File: src/rtl/core/csvadc_pkg.sv
// ----------------------------------------------------------------------------
// csvadc_pkg
// Shared types and constants for the CSV line parser and ADC calibrator.
// ----------------------------------------------------------------------------
`default_nettype none

package csvadc_pkg;

	localparam int MAX_CH       = 4;
	localparam int CHANNELS_DEF = 4;
	localparam int IDX_W        = $clog2(MAX_CH);
	localparam int COUNT_W      = 3;
	localparam int BYTE_W       = 8;
	localparam int VALUE_W      = 16;
	localparam int CAL_W        = 24;
	localparam int CUR_W        = 32;
	localparam int MAG_W        = 32;
	localparam int CFG_IDX_W    = 4;

	localparam logic [CFG_IDX_W-1:0] REG_GAIN_BASE   = 4'd0;
	localparam logic [CFG_IDX_W-1:0] REG_OFFSET_BASE = 4'd4;
	localparam logic [CFG_IDX_W-1:0] REG_END         = 4'd8;

	localparam logic signed [CAL_W-1:0] GAIN_RESET   = 24'sd26508;
	localparam logic signed [CAL_W-1:0] OFFSET_RESET = 24'sd16304;

	localparam logic [BYTE_W-1:0] CHR_LF    = 8'h0A;
	localparam logic [BYTE_W-1:0] CHR_CR    = 8'h0D;
	localparam logic [BYTE_W-1:0] CHR_COMMA = 8'h2C;
	localparam logic [BYTE_W-1:0] CHR_SP    = 8'h20;
	localparam logic [BYTE_W-1:0] CHR_TAB   = 8'h09;
	localparam logic [BYTE_W-1:0] CHR_VT    = 8'h0B;
	localparam logic [BYTE_W-1:0] CHR_FF    = 8'h0C;
	localparam logic [BYTE_W-1:0] CHR_PLUS  = 8'h2B;
	localparam logic [BYTE_W-1:0] CHR_MINUS = 8'h2D;
	localparam logic [BYTE_W-1:0] CHR_ZERO  = 8'h30;
	localparam logic [BYTE_W-1:0] CHR_NINE  = 8'h39;

	localparam logic [MAG_W:0] MAG_LIMIT = 33'h0_8000_0000;

	typedef enum logic [1:0] {
		PH_LEAD,
		PH_NUM,
		PH_JUNK
	} phase_t;

	typedef struct packed {
		logic                            emit;
		logic [MAX_CH-1:0][VALUE_W-1:0] values;
	} line_t;

endpackage

`default_nettype wire

File: src/rtl/core/csvadc_parser.sv
// ----------------------------------------------------------------------------
// csvadc_parser
// Byte-wise CSV field parser; flags a complete line of channel values.
// ----------------------------------------------------------------------------
`default_nettype none

module csvadc_parser
	import csvadc_pkg::*;
#(
	parameter int CHANNELS = CHANNELS_DEF
) (
	input  wire logic              clk,
	input  wire logic              arst_n,
	input  wire logic              step,
	input  wire logic [BYTE_W-1:0] rx_byte,
	output line_t                  line
);

	localparam logic [COUNT_W-1:0] CH_CNT  = COUNT_W'(CHANNELS);
	localparam logic [COUNT_W-1:0] CH_OVER = COUNT_W'(CHANNELS + 1);

	phase_t                         phase_q, phase_n;
	logic [MAG_W-1:0]               mag_q, mag_n;
	logic                           neg_q, neg_n;
	logic                           seen_q, seen_n;
	logic                           ovf_q, ovf_n;
	logic [COUNT_W-1:0]             count_q, count_n;
	logic [MAX_CH-1:0][VALUE_W-1:0] store_q, store_closed;

	logic                           is_digit;
	logic                           field_ok;
	logic                           do_store;
	logic [VALUE_W-1:0]             field_val;
	logic [COUNT_W-1:0]             count_closed;
	logic [MAG_W+2:0]               mag_next;
	logic                           store_we;

	always_comb begin
		is_digit  = (rx_byte >= CHR_ZERO) && (rx_byte <= CHR_NINE);
		field_ok  = seen_q && !ovf_q && (neg_q || !mag_q[MAG_W-1]);
		field_val = neg_q ? (VALUE_W'(0) - mag_q[VALUE_W-1:0]) : mag_q[VALUE_W-1:0];
		do_store  = field_ok && (count_q < CH_CNT);
		mag_next  = ({3'b000, mag_q} * 35'd10) + {31'd0, rx_byte[3:0]};

		if (!field_ok)
			count_closed = count_q;
		else if (count_q < CH_CNT)
			count_closed = count_q + COUNT_W'(1);
		else
			count_closed = CH_OVER;

		store_closed = store_q;
		if (do_store)
			store_closed[count_q[IDX_W-1:0]] = field_val;

		phase_n     = phase_q;
		mag_n       = mag_q;
		neg_n       = neg_q;
		seen_n      = seen_q;
		ovf_n       = ovf_q;
		count_n     = count_q;
		store_we    = 1'b0;
		line.emit   = 1'b0;
		line.values = store_closed;

		case (rx_byte)
			CHR_CR: begin
			end
			CHR_LF, CHR_COMMA: begin
				store_we = do_store;
				phase_n  = PH_LEAD;
				mag_n    = '0;
				neg_n    = 1'b0;
				seen_n   = 1'b0;
				ovf_n    = 1'b0;
				if (rx_byte == CHR_LF) begin
					line.emit = (count_closed == CH_CNT);
					count_n   = '0;
				end else begin
					count_n = count_closed;
				end
			end
			default: begin
				case (phase_q)
					PH_LEAD: begin
						if (rx_byte inside {CHR_SP, CHR_TAB, CHR_VT, CHR_FF}) begin
							phase_n = PH_LEAD;
						end else if (rx_byte inside {CHR_PLUS, CHR_MINUS}) begin
							neg_n   = (rx_byte == CHR_MINUS);
							phase_n = PH_NUM;
						end else if (is_digit) begin
							phase_n = PH_NUM;
							seen_n  = 1'b1;
							if (mag_next > {2'b00, MAG_LIMIT})
								ovf_n = 1'b1;
							else
								mag_n = mag_next[MAG_W-1:0];
						end else begin
							phase_n = PH_JUNK;
						end
					end
					PH_NUM: begin
						if (is_digit) begin
							seen_n = 1'b1;
							if (!ovf_q) begin
								if (mag_next > {2'b00, MAG_LIMIT})
									ovf_n = 1'b1;
								else
									mag_n = mag_next[MAG_W-1:0];
							end
						end else begin
							phase_n = PH_JUNK;
						end
					end
					default: begin
						phase_n = PH_JUNK;
					end
				endcase
			end
		endcase
	end

	always_ff @(posedge clk or negedge arst_n) begin
		if (!arst_n) begin
			phase_q <= PH_LEAD;
			mag_q   <= '0;
			neg_q   <= 1'b0;
			seen_q  <= 1'b0;
			ovf_q   <= 1'b0;
			count_q <= '0;
		end else if (step) begin
			phase_q <= phase_n;
			mag_q   <= mag_n;
			neg_q   <= neg_n;
			seen_q  <= seen_n;
			ovf_q   <= ovf_n;
			count_q <= count_n;
		end
	end

	always_ff @(posedge clk) begin
		if (step && store_we)
			store_q <= store_closed;
	end

endmodule

`default_nettype wire

File: config.mk
export PLATFORM = sky130hd
export DESIGN_NAME = csvadc_parser
export DESIGN_NICKNAME = d
export VERILOG_FILES = /design/src/rtl/core/csvadc_pkg.sv /design/src/rtl/core/csvadc_parser.sv
export SDC_FILE = /design/constraint.sdc
export NUM_CORES = 1
export LEC_CHECK = 0
export BUFFER_PORTS_ARGS = -buffer_cell sky130_fd_sc_hd__buf_2
export CAP_MARGIN = 20
export CORE_MARGIN = 5
export CORE_UTILIZATION = 66
export CTS_CLUSTER_SIZE = 28
export DETAILED_ROUTE_END_ITERATION = 8
export GPL_ROUTABILITY_DRIVEN = 0
export PLACE_DENSITY = 0.87
export SYNTH_ARGS = -nofsm -noshare
export SYNTH_HDL_FRONTEND = slang
export SYNTH_SLANG_ARGS = --single-unit
File: constraint.sdc
create_clock -name clk -period 15.66 [get_ports clk]
set_clock_uncertainty 0.2 [all_clocks]
set_input_delay 0.783 -clock clk [delete_from_list [all_inputs] [get_ports clk]]
set_output_delay 0.783 -clock clk [all_outputs]
set_load 0.005 [all_outputs]
# Word level (Yosys, flattened, before mapping)
# Cells that the tools add are included.
[totals]
reg_bits = 104
in_bits = 11
output_inout_bits = 65
wordCells = 105
[op_classes]
addsub = 3
n_mul = 1
magnitude_cmp = 6
n_eq_ne = 19
mux = 43
n_bitwise = 1
n_reduce_logical = 22
[ops]
columns = ["operator", "count"]
rows = [
  ["$mux 32", 6],
  ["$pmux 32 s2", 2],
  ["$bwmux 64", 1],
  ["$mux 64", 1],
  ["$eq 8x4->1 const B", 5],
  ["$add 35x4->35", 1],
  ["$gt 35x32->1 const B", 1],
  ["$mul 32x3->34 const B", 1],
  ["$demux 16 s2", 1],
  ["$eq 8x6->1 const B", 4],
  ["$mux 16", 2],
  ["$mux 1", 16],
  ["$reduce_and 8->1", 2],
  ["$sub 1x16->16 const A", 1],
  ["$ne 3x3->1 const B", 4],
  ["$pmux 1 s2", 5],
  ["$reduce_and 5->1", 2],
  ["$mux 3", 3],
  ["$ne 3x2->1 const B", 3],
  ["$ge 8x6->1 const B", 1],
  ["$le 8x6->1 const B", 1],
  ["$mux 2", 4],
  ["$pmux 2 s2", 2],
  ["$logic_and 1x1->1", 6],
  ["17 further kinds", 20],
]

# Longest topological paths before layout
[logic_depth]
word_depth = 9
mapped_depth = 19

# Least setup slack after synthesis
# OpenSTA, ideal clock, no wires.
[synth_path]
path_type = "input -> register"
startpoint = "in rx_byte[2]"
endpoint = "reg store_q[0] in the netlist's numbering (enable)"
setup_time_ps = 565
arrival_time_ps = 6243
setup_slack_ps = 8653
path_stages = 6
n_path_buf = 1
cell_sequence = "clkbuf_1 -> nand3b_1 -> nor3_1 -> o21bai_1 -> nand2_1 -> nor3_1"
[synth_between]
elab_chain_cells = 4
word_cells_on_any_way = 5
[synth_rtl]
columns = ["item", "line", "source"]
rows = [
  ["from (decl)", "csvadc_parser.sv:15", "input wire logic [BYTE_W-1:0] rx_byte,"],
  ["$eq 8x4->1 or $eq 8x6->1 (tied branches)", "csvadc_parser.sv:66", "case (rx_byte)"],
  ["$reduce_or 2->1 (*)", "--", ""],
  ["$mux 1 (*)", "csvadc_parser.sv:66", ""],
  ["$logic_and 1x1->1 (*)", "csvadc_parser.sv:142", "if (step && store_we)"],
  ["to (signal assigned)", "csvadc_parser.sv:143", "store_q <= store_closed;"],
  ["to (decl)", "csvadc_parser.sv:28", "logic [MAX_CH-1:0][VALUE_W-1:0] store_q, store_closed;"],
]
# Mark *: on every way between the ends. The rest lies on a longest branch, timed or not.
# A chain may end at the register's enable or synchronous reset.

# Worst setup path in the final report
[layout_path]
startpoint = "reg mag_q[1]"
endpoint = "reg mag_q[0]"
[layout_between]
elab_chain_cells = 9
word_cells_on_any_way = 11
[layout_rtl]
columns = ["item", "line", "source"]
rows = [
  ["from (decl)", "csvadc_parser.sv:23", "logic [MAG_W-1:0] mag_q, mag_n;"],
  ["from (signal assigned)", "csvadc_parser.sv:133", "mag_q <= mag_n;"],
  ["$mul 32x3->34 (*)", "csvadc_parser.sv:43", "mag_next = ({3'b000, mag_q} * 35'd10) + {31'd0, rx_byte[3:0]};"],
  ["$add 35x4->35 (*)", "csvadc_parser.sv:43", ""],
  ["$gt 35x32->1 (*)", "csvadc_parser.sv:94, csvadc_parser.sv:106", ""],
  ["$mux 32 (*)", "--", ""],
  ["$mux 32 (3 in a row)", "--", ""],
  ["$pmux 32 s2 (*) (2 in a row)", "--", ""],
]
# Mark *: on every way between the ends. The rest lies on a longest branch, timed or not. The select of a mux whose other input is x is not followed.

==> out/metrics.yaml <==
outcome:
  outcome: "finished clean"
drt:
  route.detailed.drc: 0
  wl_mm: 21.4
  detail_route.wl_per_cell_um: 19.3
  post_drt_via_cell_ratio: 6.63
  route.vias.total: 7346
  drt-pass1-iter-count: 5
  antenna_violating_nets_post_route: 0
  detail_route.iter0.violations: 622
sta:
  rsz0062_at_grt: "no"
  setup-tns-final_ps: 0
  fin_crit_ps: 6400
  achievable-frequency_ghz: 0.156
  setup_viol: 0
  whs_ps: 343
  max-slew-margin-rel: 0.264
  timing_hold_violations_final: 0
  final.period_utilization: 0.409
  pin_slew_with_the_least_headroom_to_its_limit_ps: 1100
  timing_max_transition_violations_final: 0
grt:
  grt_first_pass_wirelength_mm: 34.0
  antenna_found_initial: 0
  globalRoute.totalOverflow: 0
  maximum_number_of_pins_on_one_net_before_global_route_repair: 65
  grt_pass1_vias: 6734
  globalRouteTotalUtil: 0.286
layout:
  filler_cell_count: 868
  storage_element_area_um2: 2920
  antenna-diode-count: 0
  layoutNonFillerInstCount: 1108
  finalNetCount: 1016
  area_growth_syn_to_layout_pct: 9.22
  multi_input_area_um2: 5130
  finish.utilization: 0.742
  drive_above_1_share: 0.161
worst_setup_path:
  cp_slowest_stage_delay_ps: 870
  reg2reg_depth: 15
  reg2reg_setup_slack_ps: 9260
  crit_reg_reg_endpoint: "mag_q[0]"
  worst_setup_path_end_kind: "flop"
  critical_path.startpoint_type: "flop"
  cp_slowest_cell: "a21oi_4"
  cp_data_arrival_time_ps: 6440
  critical_path.cell_chain: "ha_1 -> ha_1 -> fa_1 -> a211oi_2 -> nor3_1 -> nand4b_1 -> or4_1 -> nor3_2 -> nand3_1 -> nor3_1 -> mux2i_1 -> a21o_1 -> a31o_2 -> a21oi_4 -> mux2_1"
  r2r-start: "mag_q[1]"
  crit_fanout: 32
  critical_path.endpoint: "mag_q[0]"
  timing.setup.critical_path_class: "flop to flop"
  required_ps: 15700
  critPathLaunch: "mag_q[1]"
clock_network:
  clockBufferDepth: 2
  cts-buffers-inserted: 9
  insertion_delay_ps: 360
  cts_tree: "yes"
  clkSinkCount: 104
  post-cts-setup-buffer-count: 0
  cts_root_buffer: "clkbuf_16"
  ctsHoldBuffers: 0
  cts.htree.levels: 3
  cts_resized: 0
  cts.reportedPaths.clkPinSlew_ps: 70
yosys:
  async_reset_ff_frac: 0.385
  gate_count_of_the_mapped_netlist: 880
  syn-cell-area_um2: 8270
  synth.avg_cell_area_um2: 9.39
  synthesis.yosys.warnings: 0
  register_area_share_after_synthesis: 0.354
  postSynth.topFlopCell: "edfxtp_1"
  synthTopCellsByArea: "edfxtp_1, dfrtp_1, ha_1"
  synth_fp_nets: 961
  synth_enable_flop_cells: 64
  ys_ff_latch: 104
  synthDistinctLibCells: 81
  netlist.area_leader.share: 0.232
  yosysTopAreaCell: "edfxtp_1"
pwr:
  cellPowerDensity_nw_per_um2: 60.2
  p_leak_uw: 0.00380
  max-vdd-ir-drop_v: 0.0000531
  p_total_uw: 544
floorplanning:
  ioPinCount: 76
  dieWidth_um: 122
  floorplan.initialDensity: 0.680
  core_um2: 12200
  placement_rows: 40
  design.die.area_um2: 14900
  die_h_um: 122
place:
  placedCellCount: 1092
  io_buffer_count: 75
  detailed_place_hpwl_mm: 16.1
job:
  number_of_maximum_capacitance_constraint_violations: 0
min_path:
  min_path_cells: 1
  hp-start: "ovf_q"
  min_path_type: "flop to flop"
layer usage:
layer	part of all wire	up-vias	track usage
met5	0	-	0
met4	0.033	0	0.108
met3	0.063	61	0.0460
met2	0.49	330	0.496
met1	0.41	3474	0.359
li1	-	3481	-
sequential cells by signal, summed over array words and instances (netlist names):
| name | cells |
|---|---|
| seen_q | 1 |
| store_q | 64 |
| phase_q | 2 |
| neg_q | 1 |
| count_q | 3 |
| mag_q | 32 |
| ovf_q | 1 |
critical path, delay by kind of cell, from the launching register on:
family / cells / cell delay, ps
fa+ha+maj: 3 / 990
simple gates: 6 / 2410
compound gates: 4 / 1670
mux: 2 / 520
flops: 1 / 480
cells in the mapped netlist, drive strengths merged (3+ instances only):
library cell,instances
nor2b,5
o31a,4
o41ai,3
inv,16
o21bai,4
nand3,23
nand2b,5
a21boi,4
xnor2,29
dfrtp,40
or2,6
clkbuf,27
buf,8
nor4,20
o31ai,6
a21oi,59
xor2,28
o22a,3
o211a,3
and2,7
edfxtp,64
or4,8
a21o,17
and3,11
o21ai,69
a31oi,4
nand4,19
nand2,91
o2bb2ai,27
or3,9
ha,68
o221ai,4
o211ai,6
a31o,3
o21a,11
o22ai,3
nor2,66
a2111oi,5
a211oi,6
mux2,22
mux2i,9
nor3,23
where the power goes:
group / leakage, µW / switching, µW / internal, µW / total [µW]
combinational: 0.00252 / 13.2 / 7.40 / 20.6
sequential: 0.00113 / 1.07 / 289 / 290
clock: 0.000149 / 106 / 126 / 233
through the flow:
stage / worst slack [ps] / instance area, µm²
final: 9260 / 9030
after global routing: 8940 / 9030
after CTS: 9400 / 9030
after detailed placement: 9410 / 8730
after global placement: 9550 / 8730
after floorplan: 8650 / 8270
final cells by class:
cell class	count	share of cell area
Clock inverter	6	0.00804
Tap cell	168	0.0233
Timing Repair Buffer	79	0.0449
Sequential cell	104	0.324
Multi-Input combinational cell	725	0.568
Inverter	16	0.00665
Clock buffer	10	0.0254
how the worst min path moves through the flow:
stage	end	slack [ps]
floorplan	seen_q	270
CTS	seen_q	330
global placement	seen_q	290
global route	ovf_q	340
detailed placement	ovf_q	320
finish	ovf_q	340
layout by cell type, fill, tap and decap left out, drive strengths merged, types with 4 or more instances in the layout:
cell type,count
a2111oi,5
a211oi,6
a21boi,4
a21o,17
a21oi,59
a31oi,4
and2,7
and3,11
buf,79
clkbuf,10
dfrtp,40
edfxtp,64
ha,68
inv,19
mux2,22
mux2i,9
nand2,91
nand2b,5
nand3,23
nand4,19
nor2,66
nor2b,5
nor3,23
nor4,20
o211ai,6
o21a,11
o21ai,69
o21bai,4
o221ai,4
o2bb2ai,27
o31a,4
o31ai,6
or2,6
or3,9
or4,8
xnor2,29
xor2,28
cell families after synthesis:
group,synth area share
AOI/OAI and AO/OA,0.224
xor gates and xnor gates,0.0604
adders and majority gates,0.108
buffers and inverters,0.0269
DFF,0.354
muxes,0.0409
and+or+nand+nor,0.187
(Power assumes the default switching activity.)
