**src/rtl/core/csvadc_pkg.sv**
```systemverilog
// ----------------------------------------------------------------------------
// csvadc_pkg
// Shared types and constants for the CSV line parser and ADC calibrator.
// ----------------------------------------------------------------------------
`default_nettype none

package csvadc_pkg;

	localparam int MAX_CH       = 4;
	localparam int CHANNELS_DEF = 4;
	localparam int IDX_W        = $clog2(MAX_CH);
	localparam int COUNT_W      = 3;
	localparam int BYTE_W       = 8;
	localparam int VALUE_W      = 16;
	localparam int CAL_W        = 24;
	localparam int CUR_W        = 32;
	localparam int MAG_W        = 32;
	localparam int CFG_IDX_W    = 4;

	localparam logic [CFG_IDX_W-1:0] REG_GAIN_BASE   = 4'd0;
	localparam logic [CFG_IDX_W-1:0] REG_OFFSET_BASE = 4'd4;
	localparam logic [CFG_IDX_W-1:0] REG_END         = 4'd8;

	localparam logic signed [CAL_W-1:0] GAIN_RESET   = 24'sd26508;
	localparam logic signed [CAL_W-1:0] OFFSET_RESET = 24'sd16304;

	localparam logic [BYTE_W-1:0] CHR_LF    = 8'h0A;
	localparam logic [BYTE_W-1:0] CHR_CR    = 8'h0D;
	localparam logic [BYTE_W-1:0] CHR_COMMA = 8'h2C;
	localparam logic [BYTE_W-1:0] CHR_SP    = 8'h20;
	localparam logic [BYTE_W-1:0] CHR_TAB   = 8'h09;
	localparam logic [BYTE_W-1:0] CHR_VT    = 8'h0B;
	localparam logic [BYTE_W-1:0] CHR_FF    = 8'h0C;
	localparam logic [BYTE_W-1:0] CHR_PLUS  = 8'h2B;
	localparam logic [BYTE_W-1:0] CHR_MINUS = 8'h2D;
	localparam logic [BYTE_W-1:0] CHR_ZERO  = 8'h30;
	localparam logic [BYTE_W-1:0] CHR_NINE  = 8'h39;

	localparam logic [MAG_W:0] MAG_LIMIT = 33'h0_8000_0000;

	typedef enum logic [1:0] {
		PH_LEAD,
		PH_NUM,
		PH_JUNK
	} phase_t;

	typedef struct packed {
		logic                            emit;
		logic [MAX_CH-1:0][VALUE_W-1:0] values;
	} line_t;

endpackage

`default_nettype wire

```
**src/rtl/core/csvadc_cal_lane.sv**
```systemverilog
// ----------------------------------------------------------------------------
// csvadc_cal_lane
// One calibration lane: gain multiply, then offset, rounding and saturation.
// ----------------------------------------------------------------------------
`default_nettype none

module csvadc_cal_lane
	import csvadc_pkg::*;
(
	input  wire logic                      clk,
	input  wire logic                      load_s2,
	input  wire logic                      load_out,
	input  wire logic signed [VALUE_W-1:0] value,
	input  wire logic signed [CAL_W-1:0]   gain,
	input  wire logic signed [CAL_W-1:0]   offset,
	output logic signed [CUR_W-1:0]        current
);

	localparam int PROD_W = VALUE_W + CAL_W;
	localparam int SUM_W  = PROD_W + 1;

	logic signed [PROD_W-1:0] prod_s2;
	logic signed [SUM_W-1:0]  sum;
	logic signed [SUM_W-9:0]  quo;
	logic signed [CUR_W-1:0]  sat;
	logic signed [CUR_W-1:0]  cur_q;

	always_comb begin
		sum = SUM_W'(prod_s2) + SUM_W'($signed({offset, 8'h00})) + SUM_W'(128);
		quo = sum[SUM_W-1:8];
		if (quo[CUR_W] != quo[CUR_W-1])
			sat = quo[CUR_W] ? {1'b1, {(CUR_W-1){1'b0}}} : {1'b0, {(CUR_W-1){1'b1}}};
		else
			sat = quo[CUR_W-1:0];
	end

	always_ff @(posedge clk) begin
		if (load_s2)
			prod_s2 <= value * gain;
		if (load_out)
			cur_q <= sat;
	end

	assign current = cur_q;

endmodule

`default_nettype wire

```
**config.mk**
```make
export PLATFORM = sky130hd
export DESIGN_NAME = csvadc_cal_lane
export DESIGN_NICKNAME = d
export VERILOG_FILES = /design/src/rtl/core/csvadc_pkg.sv /design/src/rtl/core/csvadc_cal_lane.sv
export SDC_FILE = /design/constraint.sdc
export NUM_CORES = 1
export LEC_CHECK = 0
export ABC_AREA = 1
export ABC_CLOCK_PERIOD_IN_PS = 7500
export BUFFER_PORTS_ARGS = -buffer_cell sky130_fd_sc_hd__buf_2
export CORE_ASPECT_RATIO = 0.5
export CORE_UTILIZATION = 59
export DETAILED_ROUTE_END_ITERATION = 8
export GPL_TIMING_DRIVEN = 0
export PLACE_DENSITY = 0.77
export SLEW_MARGIN = 40
export SYNTH_ARGS = -nofsm -noshare
export SYNTH_HDL_FRONTEND = slang
export SYNTH_SLANG_ARGS = --single-unit
```
**constraint.sdc**
```tcl
create_clock -name clk -period 7.5 [get_ports clk]
set_input_delay 0.75 -clock clk [delete_from_list [all_inputs] [get_ports clk]]
set_output_delay 0.75 -clock clk [all_outputs]
set_load 0.03 [all_outputs]
```
# Word-level counts from Yosys, hierarchy flattened
# Cells that the tools add are included.
# W data, S select, Z words.
[totals]
ff_bits = 72
output_inout_bits = 32
[classes]
mux = 2
addsub = 2
multipliers = 1
n_eq_ne = 1
[op_table]
columns = ["cell", "n"]
rows = [
  ["$mux W32", 2],
  ["$add A40 B32 Y41", 1],
  ["$add A41 B9 Y41 const B", 1],
  ["$mul A16 B24 Y40", 1],
  ["$ne A1 B1 Y1", 1],
]

# Longest topological paths before layout
# Gate-level depths: netlist of run 1.
[depth]
ltp_word = 4
depth_mapped = 27
depth_no_buf = 26

# Worst setup path before layout of run 1
# OpenSTA, ideal clock, no wires.
[synth_timing]
path_kind = "input to register"
from = "in gain[14]"
to = "reg prod_s2[36], data pin"
t_required_ns = 7.241
setup_ns = 0.259
cell_stages = 22
path_buffers = 2
path_slack_ns = 1.507
arrival_time_ns = 5.734
path_cell_list = "clkbuf_1 > clkbuf_1 > nand2_1 > fa_1 > inv_1 > fa_1 > inv_1 > fa_1 > inv_1 > fa_1 > fa_1 > inv_1 > fa_1 > inv_1 > ha_1 > a21oi_1 > o21ai_0 > a21oi_1 > inv_1 > o21ai_0 > nand3_1 > xor2_1"
[synth_between]
elab_chain_cells = 1
[synth_rtl]
columns = ["item", "line_no", "text"]
rows = [
  ["start, declared", "csvadc_cal_lane.sv:14", "input wire logic signed [CAL_W-1:0] gain,"],
  ["$mul A16 B24 Y40", "csvadc_cal_lane.sv:39", "prod_s2 <= value * gain;"],
  ["end signal, assigned", "csvadc_cal_lane.sv:39", ""],
  ["end, declared", "csvadc_cal_lane.sv:22", "logic signed [PROD_W-1:0] prod_s2;"],
]
# Every way passes these cells.
# A chain may end at the register's enable or synchronous reset.

# Worst setup path after layout of run 1
# Same ends and word-level chain as after synthesis.

==> metrics.txt, run 1 <==
status finished clean; reg2reg end current[18]$_DFFE_PP_; origin of the worst min-delay path prod_s2[39]$_DFFE_PP_; CTS H-tree depth 3; Iter 0 DRT Violations 1,271; DR WL/cell 17.78 um; Total Routing Usage GR 33.77%; Die Area 33,130 um^2; worst skew pair latency 330 ps; most frequent cells in the layout inv_1 (728), nand2_1 (679), fa_1 (374); number of synthesized flops with an enable pin 65; vias in the first global route 15,929; Final HPWL DP 46,270 um; DRT Pass-1 Iters 6; Seq/Total Area, Yosys 10.22%; max-cap viol count 0; Buf+Inv Stages, Crit Path 8; Worst Path Required 7580 ps; Worst Path Arrival 7330 ps; syn avg cell area 7.632 um^2; Final Max Slew Viols 0; CTS resizes 0; Seq. cell area 1952 um^2; first-pass GRT wire length 84,920 um; filler instances 2,875; highest clock rate 138.0 MHz; CTS Root Buffer Type clkbuf_16; Final setup viols 0; Clk pin slew, worst setup/hold paths 50 ps; initial core utilization 60.11%; cells on worst reg2reg path 10; leading cell type in the layout, fill and taps excluded inv_1; Largest delay share family, worst path adder cells; Reg2Reg Launch Point prod_s2[23]$_DFFE_PP_; clock sink total 65; nets@finish 3,162; Tcrit/Tclk final 96.65%; cts bufs inserted 9; Hold Path Class flop to flop; Slew HR 40.35%; CP cell instances clkbuf_1 > clkbuf_1 > nand2_1 > fa_1 > inv_1 > fa_1 > inv_1 > fa_1 > inv_1 > fa_1 > fa_1 > inv_1 > fa_1 > inv_1 > ha_1 > a21oi_1 > o21ai_0 > a21oi_1 > inv_1 > o21ai_0 > nand3_1 > xor2_1; GP Congestion 0.9772; CP max stage delay 630 ps; setup bufs post-CTS 0; Synth area leaders fa_1 (39%), inv_1 (14%), nand2_1 (13%); hold_buf cts 0; Yosys reg bits 65; most used flip-flop cell after synthesis edfxtp_1; ANT nets after route 0; RSZ-0062 raised after global routing no; Hold Path Sink current[31]$_DFFE_PP_; IO Count 99; setup TNS 0 ps; Final Hold Viols 0; CTS tree done; antenna cells 0; Critical Path Source Type input port; Netlist cell types 38; die width 256.4 um; largest fanout on the critical path 10; WHS Path Cells 3; Via density 5.227; via count 15,827; Port Buffers 80; Synth Warn # 0; die height 129.2 um; largest net degree at the start of global routing 34; Worst-Margin Slew 894.7 ps; final WL 53,840 um; fraction of layout cells with a size suffix above 1 4.584%; syn nets 3,070; clock buffer depth 2; Hold WS 780.4 ps; post-synth top area share 39.21%; Worst setup EP type flop; R2R Setup Slk 4800 ps; min Tclk post-route 7248 ps; critical path class input port to flop; Final Util 63.86%; core area 31,770 um^2; post-synth top area cell fa_1; Slowest cell on crit path clkbuf_1; Rows 46; Cells after Synth 2,502; design area 20,290 um^2; gr ovfl total 0; Area Growth Syn to Fin 6.244%; Synth Cell Area 19,100 um^2; ys async rst share 0%; DRC viols 0; initial antenna violation count 0; dpl cell area 20,040 um^2; Worst Clk Skew 5.668 ps; area of the multi-input gates 14,080 um^2
## worst max-delay path by stage
| stage | start | endpoint | slack (ps) | cells past startpoint |
|---|---|---|---|---|
| after floorplan | gain[14] | prod_s2[36]$_DFFE_PP_ | 1510 | 22 |
| after global placement | gain[14] | prod_s2[36]$_DFFE_PP_ | 130 | 22 |
| after detailed placement | gain[14] | prod_s2[36]$_DFFE_PP_ | 130 | 22 |
| after CTS | gain[14] | prod_s2[36]$_DFFE_PP_ | 470 | 22 |
| after global routing | gain[14] | prod_s2[36]$_DFFE_PP_ | 190 | 22 |
| final | gain[14] | prod_s2[36]$_DFFE_PP_ | 250 | 22 |
## cells in the mapped netlist (2+ instances only)
cell type	instances
inv_1	728
nand2_1	679
fa_1	374
nor2_1	140
ha_1	127
a21oi_1	78
clkbuf_1	73
edfxtp_1	65
nand3_1	49
xor2_1	40
o21ai_0	38
xnor2_1	18
a21o_1	13
nand4_1	11
nor3_1	9
nand2_2	7
or2_2	6
o21a_1	5
o21bai_1	5
a31oi_1	4
nand3b_1	4
nor4_1	4
a21boi_0	3
buf_6	3
nor2_2	3
buf_2	2
nor3_2	2
o21ai_2	2
## worst min-delay path: cells and delay by family, from the launching register on
kind,cells,cell delay [ps]
simple gates,2,170
flops,1,330
fa+ha+maj,1,160
## layout make-up
class,instances,area share [%]
Timing Repair Buffer,81,2.029
Tap cell,432,2.664
Clock buffer,10,1.129
Sequential cell,65,9.621
Inverter,728,13.47
Multi-Input combinational cell,1629,69.41
Buffer,80,1.622
Clock inverter,3,0.05550
## flip-flops by register name, summed over array words and instances, names as in the netlist
signal / count
prod_s2: 33
current: 32
## per-stage QoR
stage	cells	setup slack (ps)
after floorplan	2502	1507
after global placement	3014	131.8
after detailed placement	3014	129.6
after CTS	3027	467.1
after global routing	3028	185.9
final	3028	251.5
## layer usage
metal	global-route usage [%]	vias to the layer above	part of all wire, %
li1	-	7376	-
met1	45.31	7514	42
met2	52.64	810	43
met3	10.23	127	12
met4	11.87	0	3.6
met5	0	-	0
## cells by family after synthesis
group,count (synthesis),share of synthesized area [%]
simple gates,916,18.98
buf+inv,808,16.03
fa+ha+maj,501,47.53
flops,65,10.22
xor+xnor,58,2.660
compound gates,154,4.573
Power of run 1 is not shown: default switching activity piles up to over one toggle a cycle in this logic, so the estimate is an artifact.
==> run 2, diff against run 1 <==
--- a/config.mk
+++ b/config.mk
@@ -5,11 +5,12 @@
 export SDC_FILE = /design/constraint.sdc
 export NUM_CORES = 1
 export LEC_CHECK = 0
-export ABC_AREA = 1
 export ABC_CLOCK_PERIOD_IN_PS = 7500
 export BUFFER_PORTS_ARGS = -buffer_cell sky130_fd_sc_hd__buf_2
 export CORE_ASPECT_RATIO = 0.5
+export CORE_MARGIN = 5
 export CORE_UTILIZATION = 59
+export CTS_CLUSTER_DIAMETER = 120
 export DETAILED_ROUTE_END_ITERATION = 8
 export GPL_TIMING_DRIVEN = 0
 export PLACE_DENSITY = 0.77
==> metrics.txt, run 2 <==
cts bufs inserted 9 (unchanged); Iter 0 DRT Violations 980 (-23%); Synth Cell Area 17,800 um^2 (-6.8%); hold_buf cts 0 (unchanged); Final Hold Viols 0 (unchanged); post-synth top area cell fa_1; CP max stage delay 610 ps (-20 ps); via count 13,278 (-16%); CTS Root Buffer Type clkbuf_16; max reg flops 33 (unchanged); most used flip-flop cell after synthesis edfxtp_1; max-cap viol count 0 (unchanged); Final Max Slew Viols 0 (unchanged); Most flops, register prod_s2; cells on worst reg2reg path 9 (-1); worst skew pair latency 330 ps (about the same); RSZ-0062 raised after global routing no; Clk pin slew, worst setup/hold paths 50 ps (about the same); Critical Path Source Type input port; fraction of layout cells with a size suffix above 1 8.419% (+3.8 points); DRC viols 0 (unchanged); DR WL/cell 18.73 um (+5.3%); R2R Setup Slk 4330 ps (-470 ps); Buf+Inv Stages, Crit Path 5 (-3); Largest delay share family, worst path adder cells; Hold Path Sink current[1]$_DFFE_PP_; CTS tree done; post-synth top area share 42.06% (+2.8 points); count leader, synth inv_1; area of the multi-input gates 13,840 um^2 (-1.7%); largest net degree at the start of global routing 34 (unchanged); GP Congestion 1.044 (+6.9%); clock buffer depth 2 (unchanged); Seq. cell area 1952 um^2 (unchanged); CP cell instances buf_2 > clkbuf_1 > nand2_1 > fa_1 > inv_1 > fa_1 > fa_1 > fa_1 > fa_1 > inv_1 > fa_1 > inv_1 > ha_1 > nand2_1 > nor4_1 > nor3_1 > a22oi_1 > a41oi_1 > o31ai_1 > a21oi_1 > a2111oi_2; CTS H-tree depth 3 (unchanged); first-pass GRT wire length 74,020 um (-13%); leading cell type in the layout, fill and taps excluded inv_1; filler instances 2,445 (-15%); Worst Path Required 7620 ps (+40 ps); most frequent cells after synthesis inv_1 (450), fa_1 (374), nand2_1 (251), and2_1 (149), ha_1 (127); Worst Clk Skew 4.365 ps (-1.304 ps); Worst-Margin Slew 677.0 ps (-217.7 ps); syn nets 2,492 (-19%); nets@finish 2,594 (-18%); dpl cell area 18,780 um^2 (-6.3%); Seq/Total Area, Yosys 10.96% (+0.74 points); Final setup viols 0 (unchanged); syn avg cell area 9.253 um^2 (+21%); max layer used met4; Rows 44 (-4.3%); Synth Warn # 0 (unchanged); critical path class input port to flop; Netlist cell types 76 (+100%); WL met2 18,860 um (-18%); Via density 5.480 (+4.8%); die height 132.8 um (+2.8%); Worst setup EP type flop; die width 255.7 um (-0.30%); highest clock rate 137.8 MHz (-0.15%); gr ovfl total 0 (unchanged); DRT Pass-1 Iters 7 (+1); initial core utilization 60.67% (+0.56 points); Port Buffers 98 (+23%); Worst Path Arrival 7380 ps (+50 ps); Slowest cell on crit path fa_1; most frequent cells in the layout inv_1 (450), fa_1 (374), nand2_1 (251); status finished clean; Tcrit/Tclk final 96.79% (+0.14 points); Area Growth Syn to Fin 7.176%; origin of the worst min-delay path prod_s2[9]$_DFFE_PP_; CP most frequent cell fa_1; Hold Path Class flop to flop; reg2reg end current[17]$_DFFE_PP_; clock sink total 65 (unchanged); final WL 45,370 um (-16%); Reg2Reg Launch Point prod_s2[12]$_DFFE_PP_; ys async rst share 0% (unchanged); Slew HR 54.87% (+15 points); number of synthesized flops with an enable pin 65 (unchanged); met3 wire length 6457 um (+0.44%); Die Area 33,960 um^2 (+2.5%); vias in the first global route 13,941 (-12%); met1 WL 19,160 um (-15%); Final HPWL DP 39,430 um (-15%); largest fanout on the critical path 10 (unchanged); Total Routing Usage GR 27.77% (-6.0 points); Cells after Synth 1,924 (-23%); ANT nets after route 0 (unchanged); initial antenna violation count 2 (+2); core area 29,340 um^2 (-7.6%); IO Count 99 (unchanged); design area 19,080 um^2 (-6.0%); Synth area leaders fa_1 (42%), edfxtp_1 (11%), inv_1 (9.5%); Yosys reg bits 65 (unchanged); min Tclk post-route 7259 ps (+10.75 ps); WHS Path Cells 3 (unchanged)
-- run 2: changes by cell type after synthesis, sizes merged, moves of 18 or more --
cell	delta
nor2	-88
and2	+149
inv	-278
xnor2	+21
nand2	-434
xor2	-18
nand3	-32
-- run 2: kinds of logic after synthesis --
logic type / after synthesis / share of synthesized area, %
XOR/XNOR: 61 / 3.001
flip-flops: 65 / 10.96
AO/OA/AOI/OAI: 214 / 8.013
adder cells (fa/ha/maj): 513 / 51.67
buffers and inverters: 524 / 11.34
multiplexers: 1 / 0.06325
AND/OR/NAND/NOR: 546 / 14.96
-- run 2: through the flow --
stage / TNS (ps) / util [%] / hold WS, ps / setup WS [ps] / std cells
after floorplan: 0 / - / 761.8 / 1010 / 1924
after global placement: -842.3 / 64.01 / 815.9 / -294.8 / 2413
after detailed placement: -806.6 / 64.01 / 824.4 / -301.4 / 2413
after CTS: 0 / 64.96 / 840.1 / 36.49 / 2429
after global routing: 0 / 65.02 / 888.8 / 2.493 / 2423
final: 0 / 65.02 / 835.2 / 240.8 / 2423
-- run 2: metal layers --
metal,vias to the layer above,GRT usage [%]
met5,-,0
met4,0,6.198
met3,70,12.45
met2,596,41.01
met1,6523,38.25
li1,6089,-
-- run 2: final cells by class --
class	count	area share (%)
Inverter	450	8.853
Tap cell	391	2.564
Buffer	67	1.738
Timing Repair Buffer	98	2.571
Clock buffer	12	1.239
Antenna cell	1	0.01312
Clock inverter	4	0.2295
Multi-Input combinational cell	1335	72.56
Sequential cell	65	10.23
-- run 2: worst max-delay path by stage --
stage	cells past startpoint	startpoint	endpoint
after global placement	23	gain[14]	prod_s2[39]$_DFFE_PP_
after CTS	23	gain[14]	prod_s2[39]$_DFFE_PP_
after floorplan	22	gain[14]	prod_s2[39]$_DFFE_PP_
final	21	value[9]	prod_s2[36]$_DFFE_PP_
after global routing	21	value[7]	prod_s2[36]$_DFFE_PP_
after detailed placement	23	gain[14]	prod_s2[39]$_DFFE_PP_
-- run 2: worst reg2reg max path, cell delays in order, from the launching register on --
cell	delay, ps
edfxtp_1	360
ha_1	370
a2111oi_0	370
o21ai_0	310
a21oi_1	330
nand4b_1	210
nand3_1	170
a32oi_4	220
buf_6	220
maj3_1	350
-- run 2: repair_timing --
item / in CTS / in global routing
hold endpoints to repair: 0 / 0
buffers inserted: 0 / 0
gates resized for setup: 0 / 47
endpoints found under the setup margin: 0 / 4
Power of run 2 is left out for the same reason.
